### config.mk
export PLATFORM = sky130hd
export DESIGN_NAME = capture_period_frequency_meter_flat
export DESIGN_NICKNAME = d
export VERILOG_FILES = /design/src/sv/cpfm_pkg.sv /design/src/sv/cpfm_in_if.sv /design/src/sv/cpfm_out_if.sv /design/src/sv/capture_period_frequency_meter.sv /design/src/sv/cpfm_divider.sv /design/src/flat_wrapper.sv
export SDC_FILE = /design/constraint.sdc
export NUM_CORES = 1
export LEC_CHECK = 0
export CORE_ASPECT_RATIO = 1.5
export CORE_UTILIZATION = 65
export CTS_CLUSTER_DIAMETER = 60
export DETAILED_ROUTE_END_ITERATION = 7
export DONT_BUFFER_PORTS = 1
export PLACE_DENSITY = 0.81
export SYNTH_ARGS = -nofsm -noshare
export SYNTH_HDL_FRONTEND = slang
export SYNTH_SLANG_ARGS = --single-unit
### constraint.sdc
create_clock -name clk -period 6.8 [get_ports clk]
set_clock_uncertainty 0.1 [all_clocks]
set_input_delay 0.68 -clock clk [delete_from_list [all_inputs] [get_ports clk]]
set_output_delay 0.68 -clock clk [all_outputs]
set_load 0.005 [all_outputs]
### src/sv/cpfm_pkg.sv
// Package for the capture period and frequency meter.
// Holds fixed field widths, reset values and the divider status type.
// No dependencies.
package cpfm_pkg;

  localparam int CAPTURE_W = 32;
  localparam int PERIOD_W  = 33;
  localparam int FREQ_W    = 32;
  localparam int CLOCK_W   = 32;

  localparam logic [CLOCK_W-1:0] CLOCK_RESET = 32'd42000000;

  // Quotient bits produced by the divider, and the width of its step counter.
  localparam int DIV_STEPS = FREQ_W;
  localparam int DIV_CNT_W = $clog2(DIV_STEPS + 1);

  typedef struct packed {
    logic busy;
    logic done;
  } div_sts_t;

endpackage

### src/sv/cpfm_in_if.sv
// Capture input channel: valid/ready handshake with one capture value per beat.
// Depends on cpfm_pkg.
interface cpfm_in_if
  import cpfm_pkg::*;
  ();
  logic                 valid;
  logic                 ready;
  logic [CAPTURE_W-1:0] capture_value;

  modport source (output valid, output capture_value, input ready);
  modport sink   (input valid, input capture_value, output ready);
endinterface

### src/sv/cpfm_out_if.sv
// Result channel: valid/ready handshake with period and frequency per beat.
// Depends on cpfm_pkg.
interface cpfm_out_if
  import cpfm_pkg::*;
  ();
  logic                valid;
  logic                ready;
  logic [PERIOD_W-1:0] period_counts;
  logic [FREQ_W-1:0]   frequency_hz;

  modport source (output valid, output period_counts, output frequency_hz, input ready);
  modport sink   (input valid, input period_counts, input frequency_hz, output ready);
endinterface

### src/sv/capture_period_frequency_meter.sv
// Top level of the capture period and frequency meter.
// Depends on cpfm_pkg, cpfm_in_if, cpfm_out_if and cpfm_divider.
//
//   port       dir   beat contents
//   in_chan    sink  capture_value (32 bits)
//   out_chan   src   period_counts (33 bits), frequency_hz (32 bits)
//   cfg_*      in    counter_clock_hz, written when cfg_we is high
//
// A first capture is stored as the start point and gives no result.
// A second capture starts a one-bit-per-step division; the result is
// written to the output register when the divider reports done.
// Synchronous active-low reset clears the state and sets the clock to 42 MHz.
// Input is held off during division and while a result waits with a second
// capture pending; a first capture is still taken while a result waits.
module capture_period_frequency_meter
  import cpfm_pkg::*;
#(
  parameter int COUNTER_BITS = 32
)(
  input  logic               clk,
  input  logic               rst_n,
  cpfm_in_if.sink            in_chan,
  cpfm_out_if.source         out_chan,
  input  logic               cfg_we,
  input  logic [CLOCK_W-1:0] cfg_wdata
);

  localparam logic ST_IDLE = 1'b0;
  localparam logic ST_DIV  = 1'b1;

  logic                      state_r, state_nxt;
  logic                      awaiting_r, awaiting_nxt;
  logic [COUNTER_BITS-1:0]   first_r, first_nxt;
  logic [CLOCK_W-1:0]        clock_r, clock_nxt;
  logic [PERIOD_W-1:0]       period_r, period_nxt;
  logic                      out_valid_r, out_valid_nxt;
  logic [PERIOD_W-1:0]       out_period_r, out_period_nxt;
  logic [FREQ_W-1:0]         out_freq_r, out_freq_nxt;

  logic                      accept;
  logic                      div_start;
  logic [COUNTER_BITS-1:0]   cap_low;
  logic [COUNTER_BITS-1:0]   diff;
  logic [COUNTER_BITS:0]     period_raw;
  logic [PERIOD_W-1:0]       period_ext;
  div_sts_t                  div_sts;
  logic [FREQ_W-1:0]         div_quo;

  assign in_chan.ready = (state_r == ST_IDLE) && !(awaiting_r && out_valid_r);
  assign accept        = in_chan.valid && in_chan.ready;
  assign div_start     = accept && awaiting_r;

  assign cap_low    = in_chan.capture_value[COUNTER_BITS-1:0];
  assign diff       = cap_low - first_r;
  assign period_raw = (diff == '0) ? {1'b1, {COUNTER_BITS{1'b0}}} : {1'b0, diff};
  assign period_ext = PERIOD_W'(period_raw);

  cpfm_divider u_div (
    .clk      (clk),
    .rst_n    (rst_n),
    .start    (div_start),
    .dividend (clock_r),
    .divisor  (period_ext),
    .sts      (div_sts),
    .quotient (div_quo)
  );

  always_comb begin
    state_nxt      = state_r;
    awaiting_nxt   = awaiting_r;
    first_nxt      = first_r;
    clock_nxt      = cfg_we ? cfg_wdata : clock_r;
    period_nxt     = period_r;
    out_valid_nxt  = out_valid_r;
    out_period_nxt = out_period_r;
    out_freq_nxt   = out_freq_r;

    if (out_valid_r && out_chan.ready) begin
      out_valid_nxt = 1'b0;
    end

    case (state_r)
      ST_IDLE: begin
        if (accept) begin
          if (awaiting_r) begin
            awaiting_nxt = 1'b0;
            period_nxt   = period_ext;
            state_nxt    = ST_DIV;
          end else begin
            awaiting_nxt = 1'b1;
            first_nxt    = cap_low;
          end
        end
      end
      ST_DIV: begin
        if (div_sts.done) begin
          out_valid_nxt  = 1'b1;
          out_period_nxt = period_r;
          out_freq_nxt   = div_quo;
          state_nxt      = ST_IDLE;
        end
      end
      default: begin
        state_nxt = ST_IDLE;
      end
    endcase
  end

  always_ff @(posedge clk) begin
    if (!rst_n) begin
      state_r     <= ST_IDLE;
      awaiting_r  <= 1'b0;
      clock_r     <= CLOCK_RESET;
      out_valid_r <= 1'b0;
    end else begin
      state_r     <= state_nxt;
      awaiting_r  <= awaiting_nxt;
      clock_r     <= clock_nxt;
      out_valid_r <= out_valid_nxt;
    end
    first_r      <= first_nxt;
    period_r     <= period_nxt;
    out_period_r <= out_period_nxt;
    out_freq_r   <= out_freq_nxt;
  end

  assign out_chan.valid         = out_valid_r;
  assign out_chan.period_counts = out_period_r;
  assign out_chan.frequency_hz  = out_freq_r;

  a_no_input_while_dividing: assert property (
    @(posedge clk) disable iff (!rst_n) (state_r == ST_DIV) |-> !in_chan.ready
  ) else $error("input ready while a division is running");

  a_done_only_when_dividing: assert property (
    @(posedge clk) disable iff (!rst_n) div_sts.done |-> (state_r == ST_DIV)
  ) else $error("divider finished outside a division");

  a_done_into_empty_output: assert property (
    @(posedge clk) disable iff (!rst_n) div_sts.done |-> !out_valid_r
  ) else $error("result would overwrite a pending beat");

  a_second_capture_starts_divide: assert property (
    @(posedge clk) disable iff (!rst_n)
    (accept && awaiting_r) |=> (state_r == ST_DIV && div_sts.busy && period_r != '0)
  ) else $error("second capture did not start a division");

endmodule

### src/sv/cpfm_divider.sv
// Restoring divider that produces one quotient bit per cycle.
// Divides the counter clock by the period; depends on cpfm_pkg.
module cpfm_divider
  import cpfm_pkg::*;
(
  input  logic                clk,
  input  logic                rst_n,
  input  logic                start,
  input  logic [CLOCK_W-1:0]  dividend,
  input  logic [PERIOD_W-1:0] divisor,
  output div_sts_t            sts,
  output logic [FREQ_W-1:0]   quotient
);

  logic [FREQ_W-1:0]    quo_r, quo_nxt;
  logic [PERIOD_W-1:0]  rem_r, rem_nxt;
  logic [PERIOD_W-1:0]  dvs_r, dvs_nxt;
  logic [DIV_CNT_W-1:0] cnt_r, cnt_nxt;
  logic                 done_r, done_nxt;
  logic [PERIOD_W-1:0]  trial;
  logic                 fits;

  // The remainder always stays below the divisor, so its top bit is zero here.
  assign trial = {rem_r[PERIOD_W-2:0], quo_r[FREQ_W-1]};
  assign fits  = (trial >= dvs_r);

  always_comb begin
    quo_nxt  = quo_r;
    rem_nxt  = rem_r;
    dvs_nxt  = dvs_r;
    cnt_nxt  = cnt_r;
    done_nxt = 1'b0;
    if (start) begin
      quo_nxt = FREQ_W'(dividend);
      rem_nxt = '0;
      dvs_nxt = divisor;
      cnt_nxt = DIV_CNT_W'(DIV_STEPS);
    end else if (cnt_r != '0) begin
      rem_nxt  = fits ? (trial - dvs_r) : trial;
      quo_nxt  = {quo_r[FREQ_W-2:0], fits};
      cnt_nxt  = cnt_r - 1'b1;
      done_nxt = (cnt_r == DIV_CNT_W'(1));
    end
  end

  always_ff @(posedge clk) begin
    if (!rst_n) begin
      cnt_r  <= '0;
      done_r <= 1'b0;
    end else begin
      cnt_r  <= cnt_nxt;
      done_r <= done_nxt;
    end
    quo_r <= quo_nxt;
    rem_r <= rem_nxt;
    dvs_r <= dvs_nxt;
  end

  assign sts.busy = (cnt_r != '0);
  assign sts.done = done_r;
  assign quotient = quo_r;

endmodule

### src/flat_wrapper.sv
// flat-port wrapper written by rule: the top's interface ports become plain ports
module capture_period_frequency_meter_flat import cpfm_pkg::*;
#(
  parameter int COUNTER_BITS = 32
)
  (clk, rst_n, cfg_we, cfg_wdata, in_chan_valid, in_chan_capture_value, in_chan_ready, out_chan_valid, out_chan_period_counts, out_chan_frequency_hz, out_chan_ready);
  cpfm_in_if in_chan_i ();
  cpfm_out_if out_chan_i ();
  input  logic clk;
  input  logic rst_n;
  input  logic cfg_we;
  input  logic [CLOCK_W-1:0] cfg_wdata;
  input wire logic [$bits(in_chan_i.valid)-1:0] in_chan_valid;
  input wire logic [$bits(in_chan_i.capture_value)-1:0] in_chan_capture_value;
  output wire logic [$bits(in_chan_i.ready)-1:0] in_chan_ready;
  output wire logic [$bits(out_chan_i.valid)-1:0] out_chan_valid;
  output wire logic [$bits(out_chan_i.period_counts)-1:0] out_chan_period_counts;
  output wire logic [$bits(out_chan_i.frequency_hz)-1:0] out_chan_frequency_hz;
  input wire logic [$bits(out_chan_i.ready)-1:0] out_chan_ready;
  assign in_chan_i.valid = in_chan_valid;
  assign in_chan_i.capture_value = in_chan_capture_value;
  assign in_chan_ready = in_chan_i.ready;
  assign out_chan_valid = out_chan_i.valid;
  assign out_chan_period_counts = out_chan_i.period_counts;
  assign out_chan_frequency_hz = out_chan_i.frequency_hz;
  assign out_chan_i.ready = out_chan_ready;
  capture_period_frequency_meter #(.COUNTER_BITS(COUNTER_BITS)) u_core (.clk(clk), .rst_n(rst_n), .in_chan(in_chan_i), .out_chan(out_chan_i), .cfg_we(cfg_we), .cfg_wdata(cfg_wdata));
endmodule
==> results.ini <==
[global_routing]
met2_usage=0.4768
antenna_found_initial=0
gr-usage-met3=0.03989
grt_pass1_vias=8919
use_met1=0.2983
grt-busiest-layer=met2
track_usage=0.2640
grt_max_degree=67
grt_pass1_wl_um=42130
overflow=0

[layout]
fill_cells=1353
n_antenna_cell=0
seq_area_um2=7337
stdcell_area_um2=13960
final_common_cell=edfxtp_1
nets=1309
drive_gt1_frac=0.04790
area_delta_synth_final_pct=8.099
multiInputGateArea_um2=5107
mostFrequentLayoutCells=edfxtp_1, nand2_1, inv_1, a21oi_1, nor2_1

[critical_path]
critPathSlowestCell=o211a_1
r2r_slack_ns=2.54
slowest_delay_ns=0.79
crit_family=compound AO/OA/AOI/OAI gates
worstSetupStartpointType=flip-flop
reg2reg_to=u_core.u_div.rem_r[6]$_SDFFE_PP0P_
crit_start=u_core.u_div.dvs_r[1]$_DFFE_PP_
r2r_cells=14
end_kind=flip-flop
cp_common_cell=buf_4
worstPathArrival_ns=4.54
path_class=reg -> reg
path_buf_inv=3
cp.required_ns=7.08
path_depth=14
rr_startpoint=u_core.u_div.dvs_r[1]$_DFFE_PP_
crit_chain=inv_1 > ha_1 > nor2b_1 > o31a_1 > o41a_1 > o31ai_1 > buf_4 > o2111ai_1 > nand3_1 > o211a_1 > buf_4 > nor2_1 > a211oi_1 > nor3_1
worstSetupEndpoint=u_core.u_div.rem_r[6]$_SDFFE_PP0P_
path_max_fanout=30

[power]
p_leak_nw=5.651
peakVddDrop_mv=0.2888
p_per_area_nw_per_um2=417.1

[sta]
max_slew.worst_pin.slew_ns=0.9506
max_slew_margin=0.3663
slew_violations=0
period_share=0.6263
timing.fmax_mhz=234.8
rsz0062_at_grt=false
setup_tns_ns=0
setup_viol=0
whs_ns=0.1268
hold_viol_final=0
layout_min_cycle_time_ns=4.259

[cts]
postCtsSetupBuffers=0
clk_pin_slew_ns=0.07
root_buffer=clkbuf_16
clkLatencyLatePin_ns=0.52
cts_max_level=1
ctsHoldBuffers=0
cts_resized=0
cts_tree=done
cts_buffers=25
cts_buffer_depth=3
cts.sinks=269

[logic_synthesis]
synth_top_area_cell=edfxtp_1
synth_flop_cell=edfxtp_1
post-synth-top-area-fraction=0.4534
avgSynthCellArea_um2=10.96
asyncSetResetFlopFracSynth=0
ys_seq_area_frac=0.5681
ys_types=64
syn_nets=1315
synth_edf_count=195
synth.area.top_cells=edfxtp_1, dfxtp_1, ha_1, nand2_1, a21oi_1
synthCells=1178
ys.warnings.count=0
ys_ff_latch=269
netlist_area_um2=12910

[route]
wl_per_cell_um=18.17
routed-via-count=8776
viasPerCell=6.069
dr.pass1.iters=4
drcViolationCount=0
drt-total-wl_um=26270
drtIter0Drc=573
ant_nets=0

[placed_design]
portBuffers=0
hpwl_um=17830
finalWeightedCongestion=0.8939
placed_area_um2=13140

[die]
io_pins=136
die_area_um2=20450
rows=62
dieWidth_um=117.1
die_h_um=174.6
initial_core_util=0.6686
coreArea_um2=19320

[run]
drv_cap=0

[worst_hold_path]
hold_class=in -> reg

[status]
status=complete, no violations

final cells by class:
| class | instances | area share |
|---|---|---|
| Clock inverter | 15 | 0.01291 |
| Multi-Input combinational cell | 784 | 0.3658 |
| Timing Repair Buffer | 7 | 0.003764 |
| Sequential cell | 269 | 0.5255 |
| Inverter | 85 | 0.02285 |
| Tap cell | 256 | 0.02294 |
| Clock buffer | 30 | 0.04616 |
power breakdown:
part | leakage (nW) | internal (mW) | switching [mW]
clock | 0.403 | 0.829 | 0.575
combinational | 2.80 | 0.809 | 1.25
sequential | 2.45 | 2.19 | 0.176
total | 5.65 | 3.83 | 2.00
per-layer routing:
layer  vias up  share of wire
met5         -              0
met4         0          0.047
met3        79          0.047
met2       278           0.52
met1      4195           0.39
li1       4224              -
cells by family after synthesis:
| logic type | count (synthesis) | share of synthesized area |
|---|---|---|
| simple gates | 362 | 0.1308 |
| flops | 269 | 0.5681 |
| compound gates | 260 | 0.1292 |
| buf+inv | 125 | 0.03730 |
| fa+ha+maj | 68 | 0.06704 |
| xor+xnor | 55 | 0.03730 |
| mux | 39 | 0.03023 |
worst min path at each step:
stage                                       start                                           to  slack (ns)  cells after the start
floorplan            u_core.period_r[0]$_DFFE_PP_   u_core.out_chan.period_counts[0]$_DFFE_PP_        0.30                      0
detailed placement  u_core.period_r[24]$_DFFE_PP_  u_core.out_chan.period_counts[24]$_DFFE_PP_        0.30                      0
global route                                rst_n              u_core.clock_r[14]$_SDFFE_PN1P_        0.11                      1
CTS                                         rst_n              u_core.clock_r[14]$_SDFFE_PN1P_        0.12                      1
global placement    u_core.period_r[26]$_DFFE_PP_  u_core.out_chan.period_counts[26]$_DFFE_PP_        0.30                      0
finish                                      rst_n              u_core.clock_r[15]$_SDFFE_PN1P_        0.13                      1
through the flow:
stage	utilization	std cells	worst slack (ns)	power [mW]
3_5_place_dp	0.6801	1401	2.294	4.406
4_1_cts	0.7228	1446	2.581	5.839
5_1_grt	0.7228	1446	2.253	6.196
2_1_floorplan	-	1178	2.727	3.969
3_3_place_gp	0.6801	1401	2.356	4.343
6_report	0.7228	1446	2.541	5.823
synth_stat cells (all sizes together) (11+ instances only):
library cell	count
a211oi	26
a21o	20
a21oi	85
a31oi	11
clkbuf	32
dfxtp	74
edfxtp	195
ha	66
inv	84
mux2i	39
nand2	148
nand3	11
nor2	82
nor2b	33
nor3	28
o21a	16
o21ai	44
o21bai	11
xnor2	33
xor2	22
state kept, by name, summed over array words and instances (netlist names):
name / cells
u_core.awaiting_r: 1
u_core.out_chan.valid: 1
u_core.u_div.quotient: 32
u_core.u_div.done_r: 1
u_core.state_r: 1
u_core.clock_r: 32
u_core.out_chan.frequency_hz: 32
u_core.out_chan.period_counts: 33
u_core.u_div.rem_r: 32
u_core.period_r: 33
u_core.first_r: 32
u_core.u_div.dvs_r: 33
u_core.u_div.cnt_r: 6
(Power assumes the default switching activity.)
